### config.mk
export PLATFORM = sky130hd
export DESIGN_NAME = sed_ctrl
export DESIGN_NICKNAME = d
export VERILOG_FILES = /design/src/hw/rtl/sed_pkg.sv /design/src/hw/rtl/sed_ctrl.sv
export SDC_FILE = /design/constraint.sdc
export NUM_CORES = 1
export LEC_CHECK = 0
export ABC_CLOCK_PERIOD_IN_PS = 1800
export BUFFER_PORTS_ARGS = -buffer_cell sky130_fd_sc_hd__buf_2
export CORE_AREA = 2 2 39 41
export DETAILED_ROUTE_END_ITERATION = 8
export DIE_AREA = 0 0 41 43
export SLEW_MARGIN = 20
export SYNTH_ARGS = -nofsm -noshare
export SYNTH_HDL_FRONTEND = slang
export SYNTH_SLANG_ARGS = --single-unit
### constraint.sdc
create_clock -name clk_i -period 1.8 [get_ports clk_i]
set_input_delay 0.18 -clock clk_i [delete_from_list [all_inputs] [get_ports clk_i]]
set_output_delay 0.18 -clock clk_i [all_outputs]
set_load 0.005 [all_outputs]
### src/hw/rtl/sed_pkg.sv
// Types and codes of the shared edge table.
// No dependencies; used by every module of the block but sed_ram.
`default_nettype none

package sed_pkg;

  localparam int SLOT_W = 10;

  localparam logic [1:0] MODE_INSERT = 2'd0;
  localparam logic [1:0] MODE_LOOKUP = 2'd1;
  localparam logic [1:0] MODE_READ   = 2'd2;

  localparam logic [2:0] ST_NEW    = 3'd0;
  localparam logic [2:0] ST_SHARED = 3'd1;
  localparam logic [2:0] ST_DUP    = 3'd2;
  localparam logic [2:0] ST_OVER   = 3'd3;
  localparam logic [2:0] ST_FULL   = 3'd4;
  localparam logic [2:0] ST_HIT    = 3'd5;
  localparam logic [2:0] ST_MISS   = 3'd6;
  localparam logic [2:0] ST_BADIDX = 3'd7;

  typedef struct packed {
    logic [1:0]        mode;
    logic [15:0]       from_point;
    logic [15:0]       to_point;
    logic [7:0]        region_id;
    logic [SLOT_W-1:0] entry_index;
  } sed_in_t;

  typedef struct packed {
    logic [2:0]        status;
    logic [SLOT_W-1:0] slot;
    logic [15:0]       edge_from;
    logic [15:0]       edge_to;
    logic [7:0]        owner_region;
    logic [7:0]        partner_region;
    logic              is_shared;
    logic [SLOT_W-1:0] entry_count;
  } sed_out_t;

  // One stored table entry.
  typedef struct packed {
    logic [15:0] ep_from;
    logic [15:0] ep_to;
    logic [7:0]  first_region;
    logic [7:0]  second_region;
    logic        shared;
  } sed_entry_t;

  // Commands from the controller to the datapath.
  typedef struct packed {
    logic       capture;
    logic       scan_start;
    logic       scan_step;
    logic       rd_idx;
    logic       take_entry;
    logic       make_shared;
    logic       take_new;
    logic       take_empty;
    logic       empty_idx;
    logic [2:0] status;
    logic       out_load;
  } sed_cmd_t;

  // Status from the datapath to the controller.
  typedef struct packed {
    logic [1:0] mode;
    logic       pend_valid;
    logic       match;
    logic       same_dir;
    logic       shared;
    logic       scan_end;
    logic       full;
    logic       idx_ok;
  } sed_sts_t;

endpackage

`default_nettype wire

### src/hw/rtl/sed_ctrl.sv
// Controller of the shared edge table: sequences capture, scan or indexed read, update and output.
// Depends on sed_pkg.
`default_nettype none

module sed_ctrl import sed_pkg::*; (
  input  wire logic     clk_i,
  input  wire logic     rst_ni,
  input  wire logic     in_valid_i,
  output logic          in_stall_o,
  output logic          out_valid_o,
  input  wire logic     out_stall_i,
  input  wire sed_sts_t sts_i,
  output sed_cmd_t      cmd_o
);

  localparam logic [2:0] S_IDLE     = 3'd0;
  localparam logic [2:0] S_DISPATCH = 3'd1;
  localparam logic [2:0] S_SCAN     = 3'd2;
  localparam logic [2:0] S_RDWAIT   = 3'd3;
  localparam logic [2:0] S_FINISH   = 3'd4;

  logic [2:0] state_q, state_d;
  logic       out_valid_q, out_valid_d;

  always_comb begin
    cmd_o   = '0;
    state_d = state_q;
    unique case (state_q)
      S_IDLE: begin
        if (in_valid_i) begin
          cmd_o.capture = 1'b1;
          state_d       = S_DISPATCH;
        end
      end
      S_DISPATCH: begin
        unique case (sts_i.mode)
          MODE_INSERT, MODE_LOOKUP: begin
            cmd_o.scan_start = 1'b1;
            state_d          = S_SCAN;
          end
          MODE_READ: begin
            if (sts_i.idx_ok) begin
              cmd_o.rd_idx = 1'b1;
              state_d      = S_RDWAIT;
            end else begin
              cmd_o.take_empty = 1'b1;
              cmd_o.empty_idx  = 1'b1;
              cmd_o.status     = ST_BADIDX;
              state_d          = S_FINISH;
            end
          end
          default: begin
            cmd_o.take_empty = 1'b1;
            cmd_o.status     = ST_BADIDX;
            state_d          = S_FINISH;
          end
        endcase
      end
      S_SCAN: begin
        priority if (sts_i.pend_valid && sts_i.match) begin
          // First matching entry decides the outcome
          cmd_o.take_entry = 1'b1;
          state_d          = S_FINISH;
          if (sts_i.mode != MODE_INSERT) begin
            cmd_o.status = ST_HIT;
          end else if (sts_i.same_dir) begin
            cmd_o.status = ST_DUP;
          end else if (sts_i.shared) begin
            cmd_o.status = ST_OVER;
          end else begin
            cmd_o.make_shared = 1'b1;
            cmd_o.status      = ST_SHARED;
          end
        end else if (!sts_i.pend_valid && sts_i.scan_end) begin
          state_d = S_FINISH;
          if (sts_i.mode != MODE_INSERT) begin
            cmd_o.take_empty = 1'b1;
            cmd_o.status     = ST_MISS;
          end else if (sts_i.full) begin
            cmd_o.take_empty = 1'b1;
            cmd_o.status     = ST_FULL;
          end else begin
            cmd_o.take_new = 1'b1;
            cmd_o.status   = ST_NEW;
          end
        end else begin
          cmd_o.scan_step = 1'b1;
        end
      end
      S_RDWAIT: begin
        cmd_o.take_entry = 1'b1;
        cmd_o.status     = ST_HIT;
        state_d          = S_FINISH;
      end
      S_FINISH: begin
        // Hold the result until the output register is free
        if (!out_valid_q || !out_stall_i) begin
          cmd_o.out_load = 1'b1;
          state_d        = S_IDLE;
        end
      end
      default: begin
        state_d = S_IDLE;
      end
    endcase
  end

  assign out_valid_d = cmd_o.out_load | (out_valid_q & out_stall_i);

  always_ff @(posedge clk_i or negedge rst_ni) begin
    if (!rst_ni) begin
      state_q     <= S_IDLE;
      out_valid_q <= 1'b0;
    end else begin
      state_q     <= state_d;
      out_valid_q <= out_valid_d;
    end
  end

  assign in_stall_o  = (state_q != S_IDLE);
  assign out_valid_o = out_valid_q;

endmodule

`default_nettype wire

# == Yosys cells after proc, flatten, opt, wreduce, memory -nomap -nowiden ==
# Index checks and enable logic that the tools add are counted.
# classes
eq_ne,9
n_mux,45
bitwise,2
reduce_logical,12
# ops
op,count
2-to-1 mux 3 bit,10
2-to-1 mux 1 bit,21
case mux 3 bit (5 select lines),1
2-to-1 mux 2 bit,6
case mux 3 bit (2 select lines),2
case mux 3 bit (3 select lines),1
== test 3 x 2 -> 1 bit (second input constant),2
case mux 1 bit (2 select lines),3
2-to-1 mux 5 bit,1
inequality test 2 bit (second input constant),2
== test 3 x 1 -> 1 bit (second input constant),1
== test 3 bit (second input constant),1
zero test 1 bit,3
zero test 3 bit,1
inequality test 3 bit (second input constant),1
AND reduction 3 bit,1
nonzero test 3 bit,1
== test 2 x 1 -> 1 bit (second input constant),1
== test 2 bit (second input constant),1
logical AND 1 bit,2
zero test 2 bit,1
nonzero test 2 bit,1
OR reduction 2 bit,1
bitwise AND 1 bit,1
other kinds (2),2
# word_totals
regBits,4
inputBits,13

# == Logic depth before layout (Yosys ltp) ==
# Gate-level depths: netlist of the first run.
# depth
ltp_word,5
mapped_depth,5

# == Least setup slack after synthesis of the first run ==
# No wires, ideal clock.
# synth_timing
path_type,reg2reg
from,reg state_q[0]
to,reg state_q[2]
arrival_time_ps,1190
t_required_ps,1669
setup_slack_ps,480
path_stages_with_launch,5
cell_sequence,dfrtp_1 buf_2 or3b_4 nor3_4 o32ai_1
# synth_via
elab_chain_cells,3
word_cells_on_any_way,10
classes_between,eq/ne (7); mux (1); reduce/logical (2)
# synth_lines
item,line_no,rtl
from (decl),sed_ctrl.sv:22,"logic [2:0] state_q, state_d;"
from (signal assigned),sed_ctrl.sv:115,state_q <= state_d;
== test 3 x 2 -> 1 bit (tied with other cells),sed_ctrl.sv:28,unique case (state_q)
inequality test 3 bit (no source line) / inequality test 2 bit (equally long branches),--,
AND reduction 3 bit (no source line),--,
# Several ways; a longest one is shown, not always the timed one.
# A chain may end at the register's enable or synchronous reset.

==> results of run 1 <==
==> per-layer routing <==
layer  share of wire (%)  global-route usage, %  vias to the layer above
met1                  48                  18.57                      217
met3                 4.8                  1.571                        0
met4                   0                  12.00                        0
met5                   0                      0                        -
li1                    -                      -                      256
met2                  48                  16.56                       11
==> stage by stage <==
stage               util, %  total power, uW
finish                41.32            680.2
detailed placement    38.25            558.7
CTS                   40.60            679.3
floorplan                 -            435.8
global placement      38.25            555.8
global route          41.32            749.8
==> cells in the final DEF (no fill, tap or decap) <==
cell	Yosys	final
sky130_fd_sc_hd__o21ai_1	2	2
sky130_fd_sc_hd__a31oi_1	1	1
sky130_fd_sc_hd__o32ai_1	1	1
sky130_fd_sc_hd__nand3_1	1	1
sky130_fd_sc_hd__a21o_1	1	1
sky130_fd_sc_hd__or3_1	1	1
sky130_fd_sc_hd__nor3b_1	3	1
sky130_fd_sc_hd__nor3_1	3	3
sky130_fd_sc_hd__a21oi_1	3	3
sky130_fd_sc_hd__inv_1	3	3
sky130_fd_sc_hd__dlygate4sd3_1	0	1
sky130_fd_sc_hd__or2_1	1	1
sky130_fd_sc_hd__buf_2	2	27
sky130_fd_sc_hd__nor4_1	1	1
sky130_fd_sc_hd__or3b_4	1	1
sky130_fd_sc_hd__o21ai_0	2	2
sky130_fd_sc_hd__o22ai_1	3	3
sky130_fd_sc_hd__mux2i_1	1	1
sky130_fd_sc_hd__nor3b_2	0	2
sky130_fd_sc_hd__nand2_1	9	9
sky130_fd_sc_hd__nor3_4	1	1
sky130_fd_sc_hd__dfrtp_1	4	4
sky130_fd_sc_hd__nor2b_1	1	1
sky130_fd_sc_hd__nor2_1	5	5
sky130_fd_sc_hd__clkbuf_4	0	3
sky130_fd_sc_hd__o211a_1	1	1
sky130_fd_sc_hd__nand2b_1	2	2
sky130_fd_sc_hd__and2_1	1	1
==> power by group <==
part           total, uW  switching [uW]  internal, uW
logic                363             170           193
clock network        114            38.8          74.7
registers            204            73.2           131
total                680             282           398
==> state kept, by name (all words and copies together), names as in the netlist <==
name / cells
state_q: 3
out_valid_o: 1
==> cell type report <==
| cell class | instances | area, um2 |
|---|---|---|
| clock buffers | 3 | 22.52 |
| fillers | 160 | 812.0 |
| inverters | 3 | 11.26 |
| multi-input cells | 45 | 272.8 |
| flip-flops and latches | 4 | 100.1 |
| well taps | 16 | 20.02 |
| repair buffers | 28 | 145.1 |
==> path summary, 6_finish.rpt <==
| path | slack [ns] | cells after the start | end |
|---|---|---|---|
| min | 0.18 | 3 | out_valid_o |
| max reg2reg | 0.41 | 3 | state_q[2] |
| max in group asynchronous | 1.40 | 2 | state_q[0] |
| min in group asynchronous | 0.28 | 2 | state_q[1] |
| max | 0.09 | 3 | cmd_o[10] |
| min reg2reg | 0.52 | 2 | out_valid_o |
==> critical path: stages, from the launching register on <==
cell and delay, ns:
sky130_fd_sc_hd__dfrtp_1 0.48, sky130_fd_sc_hd__or3b_4 0.44, sky130_fd_sc_hd__nor3_4 0.23, sky130_fd_sc_hd__buf_2 0.15
==> kinds of logic (layout without fill, tap and decap cells) <==
group | Yosys count | in the layout | share of synthesized area, %
and+or+nand+nor | 30 | 30 | 42.09
buffers and inverters | 7 | 34 | 8.228
DFF | 4 | 4 | 25.32
muxes | 1 | 1 | 2.532
AOI/OAI and AO/OA | 14 | 14 | 21.84
==> repair_timing <==
item / in CTS / in global routing
resized for setup: 0 / 2
hold endpoints to repair: 4 / 0
endpoints found under the setup margin: 0 / 4
hold buffers: 1 / 0
==> Flow_metrics.wiki, run 1 <==
{| class="wikitable"
! Metric !! Value
|-
| Outcome || finished clean
|-
| Final setup violation count || 0
|-
| Clock sinks || 4
|-
| Port bufs || 27
|-
| DR vias/cell || between 4 and 5
|-
| Number of placed I/O pins || 28
|-
| Final Hold Slack || about 0.18 ns
|-
| Place WS || ~0.35 ns
|-
| Clock tree root buffer cell || sky130_fd_sc_hd__clkbuf_4
|-
| Clock-pin slew reported for the worst setup and hold paths after clock tree synthesis || around 0.04 ns
|-
| Placed instance count || 95
|-
| Unrepaired setup endpoints after global routing || false
|-
| Reported leakage power || 0.0003167 uW
|-
| TritonCTS clock tree || built
|-
| Total Routed Length || 1023 um
|-
| Async set-reset flop share out of synthesis || 100.0%
|-
| Cell taking the most area after synthesis || sky130_fd_sc_hd__dfrtp_1
|-
| First-pass DRT Iterations || 4
|-
| Largest vdd supply drop || roughly 0.0006 V
|-
| Num CTS Buffers || 3
|-
| Worst slew margin || ~73%
|-
| DRC violation count after routing || 0
|-
| Wire length of the first global-routing pass || 1552 um
|-
| Count of unique library cells instantiated by Yosys || 27
|-
| Number of antenna violations at the first check in global routing || 0
|-
| Post-DP HPWL || roughly 800 um
|-
| Startpoint of the most critical setup path || state_q[1]
|-
| Critical path capture point type || output port
|-
| Number of vias in the routed layout || approximately 480
|-
| Most frequent cell after synthesis || sky130_fd_sc_hd__nand2_1
|-
| Pwr Density || 1190 nW/um2
|-
| Count of standard-cell rows || 14
|-
| Critical path launch point type || register
|-
| Die footprint || ~1800 um2
|-
| Fraction of post-synthesis cell area in the top cell type by area || between 20% and 30%
|-
| Total number of nets in the final design || 98
|-
| H-tree levels || 1
|-
| Worst-case setup margin in the final layout || 0.08817 ns
|-
| Post CTS Setup Buffer Count || 0
|-
| Die height || approximately 43 um
|-
| Yosys warning total || 0
|-
| Data arrival time of the worst path || ~1.5 ns
|-
| Final weighted congestion of routability-driven global placement || between 0.8 and 0.9
|-
| Worst EP required || between 1.5 and 2 ns
|-
| Number of synthesized flops with an enable pin || 0
|-
| Max-capacitance violation count || 0
|-
| Critical hold path startpoint || out_stall_i
|-
| Shortest period the worst path allows || roughly 1.7 ns
|-
| Actual slew at the worst max-slew pin || 0.4058 ns
|-
| Synth Cell Area || around 400 um2
|-
| Syn nets || slightly below 70
|-
| Worst-path maximum fanout || 10
|-
| Number of synthesized register bits || 4
|-
| Most common library cells after synthesis || 9 x sky130_fd_sc_hd__nand2_1, 5 x sky130_fd_sc_hd__nor2_1, 4 x sky130_fd_sc_hd__dfrtp_1
|-
| Clock insertion delay at the later pin of the skew report || ~0.24 ns
|-
| Leading cell types by total area after synthesis || sky130_fd_sc_hd__dfrtp_1 25%, sky130_fd_sc_hd__nand2_1 8.5%, sky130_fd_sc_hd__nor3b_1 5.7%
|-
| Final-layout setup total negative slack || 0 ns
|-
| Max Clock Freq || between 500 and 600 MHz
|-
| Drt wl/cell || roughly 10 um
|-
| Share of the yosys chip area belonging to registers || around a quarter
|-
| Source of the worst register-to-register timing path || state_q[1]
|-
| Maximum number of pins on one net before global-route repair || 11
|-
| Share of post-route cells with drive strength above 1 || slightly above 40%
|-
| Hold WC Path Type || in -> reg
|-
| Initial cell density of the core || between 20% and 30%
|-
| Number of design-rule violations left by the first detailed-router iteration || 4
|-
| Placed cell area || between 500 and 600 um2
|-
| Cell count after synthesis || 56
|-
| Std-Cell Core Area || 1384 um2
|-
| ANT cells || 0
|-
| Antenna Violating Nets Remaining || 0
|-
| Clock skew after layout || a little over 0.003 ns
|-
| Number of buffers on the longest clock path || 2
|-
| Final standard cell count with taps included and fillers excluded || 99
|-
| Final Max Slew Viols || 0
|-
| Combined global-route utilization of all metal layers || a little over an eighth
|-
| Number of global-route vias before repair || 398
|-
| Total count of hold-check failures in the final report || 0
|-
| Total congestion overflow || 0
|-
| Post-synthesis area per instance || 7.060 um2
|-
| Die extent in x || between 40 and 50 um
|-
| Most used flip-flop cell after synthesis || sky130_fd_sc_hd__dfrtp_1
|-
| Growth of design area from synthesis to finish || 44.62%
|-
| Final period utilization || a little over nine tenths
|-
| Final Cell Area || roughly 570 um2
|-
| Worst Setup Path Type || reg -> out
|}
No activity file was read; power rests on OpenSTA's default activity.
==> run 2: changes to the inputs <==
--- a/config.mk
+++ b/config.mk
@@ -10,2 +10,3 @@
 export CORE_AREA = 2 2 39 41
+export CTS_CLUSTER_SIZE = 8
 export DETAILED_ROUTE_END_ITERATION = 8
==> constraint.sdc (replaced) <==
create_clock -name clk_i -period 1.8 [get_ports clk_i]
set_input_delay 0.09 -clock clk_i [delete_from_list [all_inputs] [get_ports clk_i]]
set_output_delay 0.09 -clock clk_i [all_outputs]
set_load 0.005 [all_outputs]
==> Flow_metrics.wiki, run 2 (synthesized netlist as in run 1, its figures left out) <==
{| class="wikitable"
! Metric !! Value
|-
| Outcome || finished clean
|-
| Number of buffers on the longest clock path || 2 (unchanged)
|-
| Cell chain of the critical path || or3b_4 -> nor3_4 -> buf_2
|-
| Final setup violation count || 0 (unchanged)
|-
| Number of placed I/O pins || 28 (unchanged)
|-
| Crit path largest cell delay || 0.47 ns (about the same)
|-
| Clock insertion delay at the later pin of the skew report || 0.23 ns (about the same)
|-
| DR vias/cell || 4.889 (unchanged)
|-
| Final weighted congestion of routability-driven global placement || 0.8220 (-0.40%)
|-
| Largest Register || state_q
|-
| Worst Setup Path Type || reg -> out
|-
| Final-layout setup total negative slack || 0 ns (unchanged)
|-
| Most common cell after layout, fill and taps aside || sky130_fd_sc_hd__buf_2
|-
| Std-Cell Core Area || 1384 um2 (unchanged)
|-
| Reported leakage power || 0.0003109 uW (-1.8%)
|-
| Total number of nets in the final design || 98 (unchanged)
|-
| Number of antenna violations at the first check in global routing || 0 (unchanged)
|-
| Combined global-route utilization of all metal layers || 12.40% (-0.81 points)
|-
| Number of global-route vias before repair || 388 (-2.5%)
|-
| First-pass DRT Iterations || 4 (unchanged)
|-
| Initial cell density of the core || 28.57% (unchanged)
|-
| ANT cells || 0 (unchanged)
|-
| Highest Signal Layer || met4
|-
| Total count of hold-check failures in the final report || 0 (unchanged)
|-
| Number of design-rule violations left by the first detailed-router iteration || 11 (+7)
|-
| Pwr Density || 1182 nW/um2 (-0.68%)
|-
| Largest vdd supply drop || 0.0005003 V (-17%)
|-
| Wire length of the first global-routing pass || 1469 um (-5.3%)
|-
| Antenna Violating Nets Remaining || 0 (unchanged)
|-
| Depth of the most critical reg-to-reg path || 3 (unchanged)
|-
| Critical path capture point type || output port
|-
| Source of the worst register-to-register timing path || state_q[1]
|-
| Post-DP HPWL || 808.2 um (-0.12%)
|-
| Number of flip-flops in the largest register || 3 (unchanged)
|-
| Max-capacitance violation count || 0 (unchanged)
|-
| Final period utilization || 89.26% (-5.8 points)
|-
| Maximum number of pins on one net before global-route repair || 11 (unchanged)
|-
| Num CTS Buffers || 3 (unchanged)
|-
| Count of hold-fix buffers inserted at cts || 1 (unchanged)
|-
| Clock skew after layout || 0.004630 ns (+0.001587 ns)
|-
| Final Max Slew Viols || 0 (unchanged)
|-
| Worst slew margin || 73.62% (+0.73 points)
|-
| H-tree levels || 1 (unchanged)
|-
| Share of post-route cells with drive strength above 1 || 38.55% (-2.4 points)
|-
| Met1 layer wirelength in the final routing || 467 um (-4.1%)
|-
| Post CTS Setup Buffer Count || 0 (unchanged)
|-
| Worst-path maximum fanout || 10 (unchanged)
|-
| Die extent in x || 41 um (unchanged)
|-
| Met2 routed WL || 467 um (-3.9%)
|-
| Max Clock Freq || 622.4 MHz (+6.5%)
|-
| Drt wl/cell || 10.11 um (-2.2%)
|-
| Critical path launch point type || register
|-
| Worst EP required || 1.71 ns (+0.09 ns)
|-
| Port bufs || 27 (unchanged)
|-
| Total Power || 663.8 uW (-2.4%)
|-
| Unrepaired setup endpoints after global routing || false
|-
| Clock sinks || 4 (unchanged)
|-
| Clock tree root buffer cell || sky130_fd_sc_hd__clkbuf_4
|-
| # resized after CTS || 0 (unchanged)
|-
| Hold WC Path Type || in -> reg
|-
| Total congestion overflow || 0 (unchanged)
|-
| Count of standard-cell rows || 14 (unchanged)
|-
| Shortest period the worst path allows || 1.607 ns (-0.1051 ns)
|-
| Placed instance count || 95 (unchanged)
|-
| Die height || 43 um (unchanged)
|-
| DRC violation count after routing || 0 (unchanged)
|-
| Clock-pin slew reported for the worst setup and hold paths after clock tree synthesis || 0.04 ns (about the same)
|-
| Critical Path Slowest Stage Cell || sky130_fd_sc_hd__dfrtp_1
|-
| Final Hold Slack || 0.08786 ns (-0.08806 ns)
|-
| Number of vias in the routed layout || 484 (unchanged)
|-
| TritonCTS clock tree || built
|-
| Wire length on met3 || 58 um (+18%)
|-
| Critical hold path startpoint || out_stall_i
|-
| Actual slew at the worst max-slew pin || 0.3949 ns (-0.01090 ns)
|-
| Growth of design area from synthesis to finish || 42.09%
|-
| Most frequent cells in the layout || 27 x sky130_fd_sc_hd__buf_2, 9 x sky130_fd_sc_hd__nand2_1, 5 x sky130_fd_sc_hd__nor2_1, 4 x sky130_fd_sc_hd__dfrtp_1
|-
| Die footprint || 1763 um2 (unchanged)
|-
| R2R Path End || state_q[2]
|-
| Endpoint of the worst hold path || out_valid_o
|-
| Total Routed Length || 1001 um (-2.2%)
|-
| Data arrival time of the worst path || 1.52 ns (about the same)
|-
| Register-to-register path setup slack || 0.42 ns (about the same)
|-
| Hold depth || 3 (unchanged)
|-
| Final standard cell count with taps included and fillers excluded || 99 (unchanged)
|}
[run 2: changes by cell type in the layout (fill, tap and decap cells not counted)]
cell                      before  now
sky130_fd_sc_hd__nor3b_2       2    0
sky130_fd_sc_hd__nor3b_1       1    3
[run 2: critical path: cells and delay by family, from the launching register on]
| family | cells | cell delay, ns |
|---|---|---|
| simple gates | 2 | 0.67 |
| flops | 1 | 0.47 |
| buf+inv | 1 | 0.15 |
[run 2: metrics by stage]
step	util [%]	area [um2]	setup slack, ns
detailed placement	38.25	529.3	0.4316
global placement	38.25	529.3	0.4502
finish	40.60	561.8	0.1933
CTS	40.60	561.8	0.1815
global route	40.60	561.8	0.04965
floorplan	-	395.4	0.4798
[run 2: worst max-delay path by stage]
| stage | start | endpoint | slack [ns] | cells past startpoint |
|---|---|---|---|---|
| 6_report | state_q[1] | cmd_o[10] | 0.19 | 3 |
| 5_1_grt | state_q[1] | cmd_o[7] | 0.05 | 4 |
| 4_1_cts | state_q[1] | cmd_o[7] | 0.18 | 4 |
| 3_5_place_dp | state_q[1] | state_q[2] | 0.43 | 3 |
| 3_3_place_gp | state_q[1] | state_q[2] | 0.45 | 3 |
| 2_1_floorplan | state_q[0] | state_q[2] | 0.48 | 4 |
[run 2: layout make-up]
class / instances / area (um2)
repair buffers: 28 / 145.1
multi-input cells: 45 / 262.8
fillers: 157 / 822.0
inverters: 3 / 11.26
flip-flops and latches: 4 / 100.1
well taps: 16 / 20.02
clock buffers: 3 / 22.52
[run 2: power breakdown]
group	total [uW]	internal (uW)	switching, uW
combinational	356	186	169
clock	109	74.4	34.5
sequential	199	131	68.4
total	664	391	272
[run 2: per-layer routing]
layer | global-route usage (%) | vias up
met5 | 0 | -
met2 | 15.63 | 13
met4 | 12.00 | 0
met1 | 16.94 | 220
li1 | - | 249
met3 | 1.571 | 2
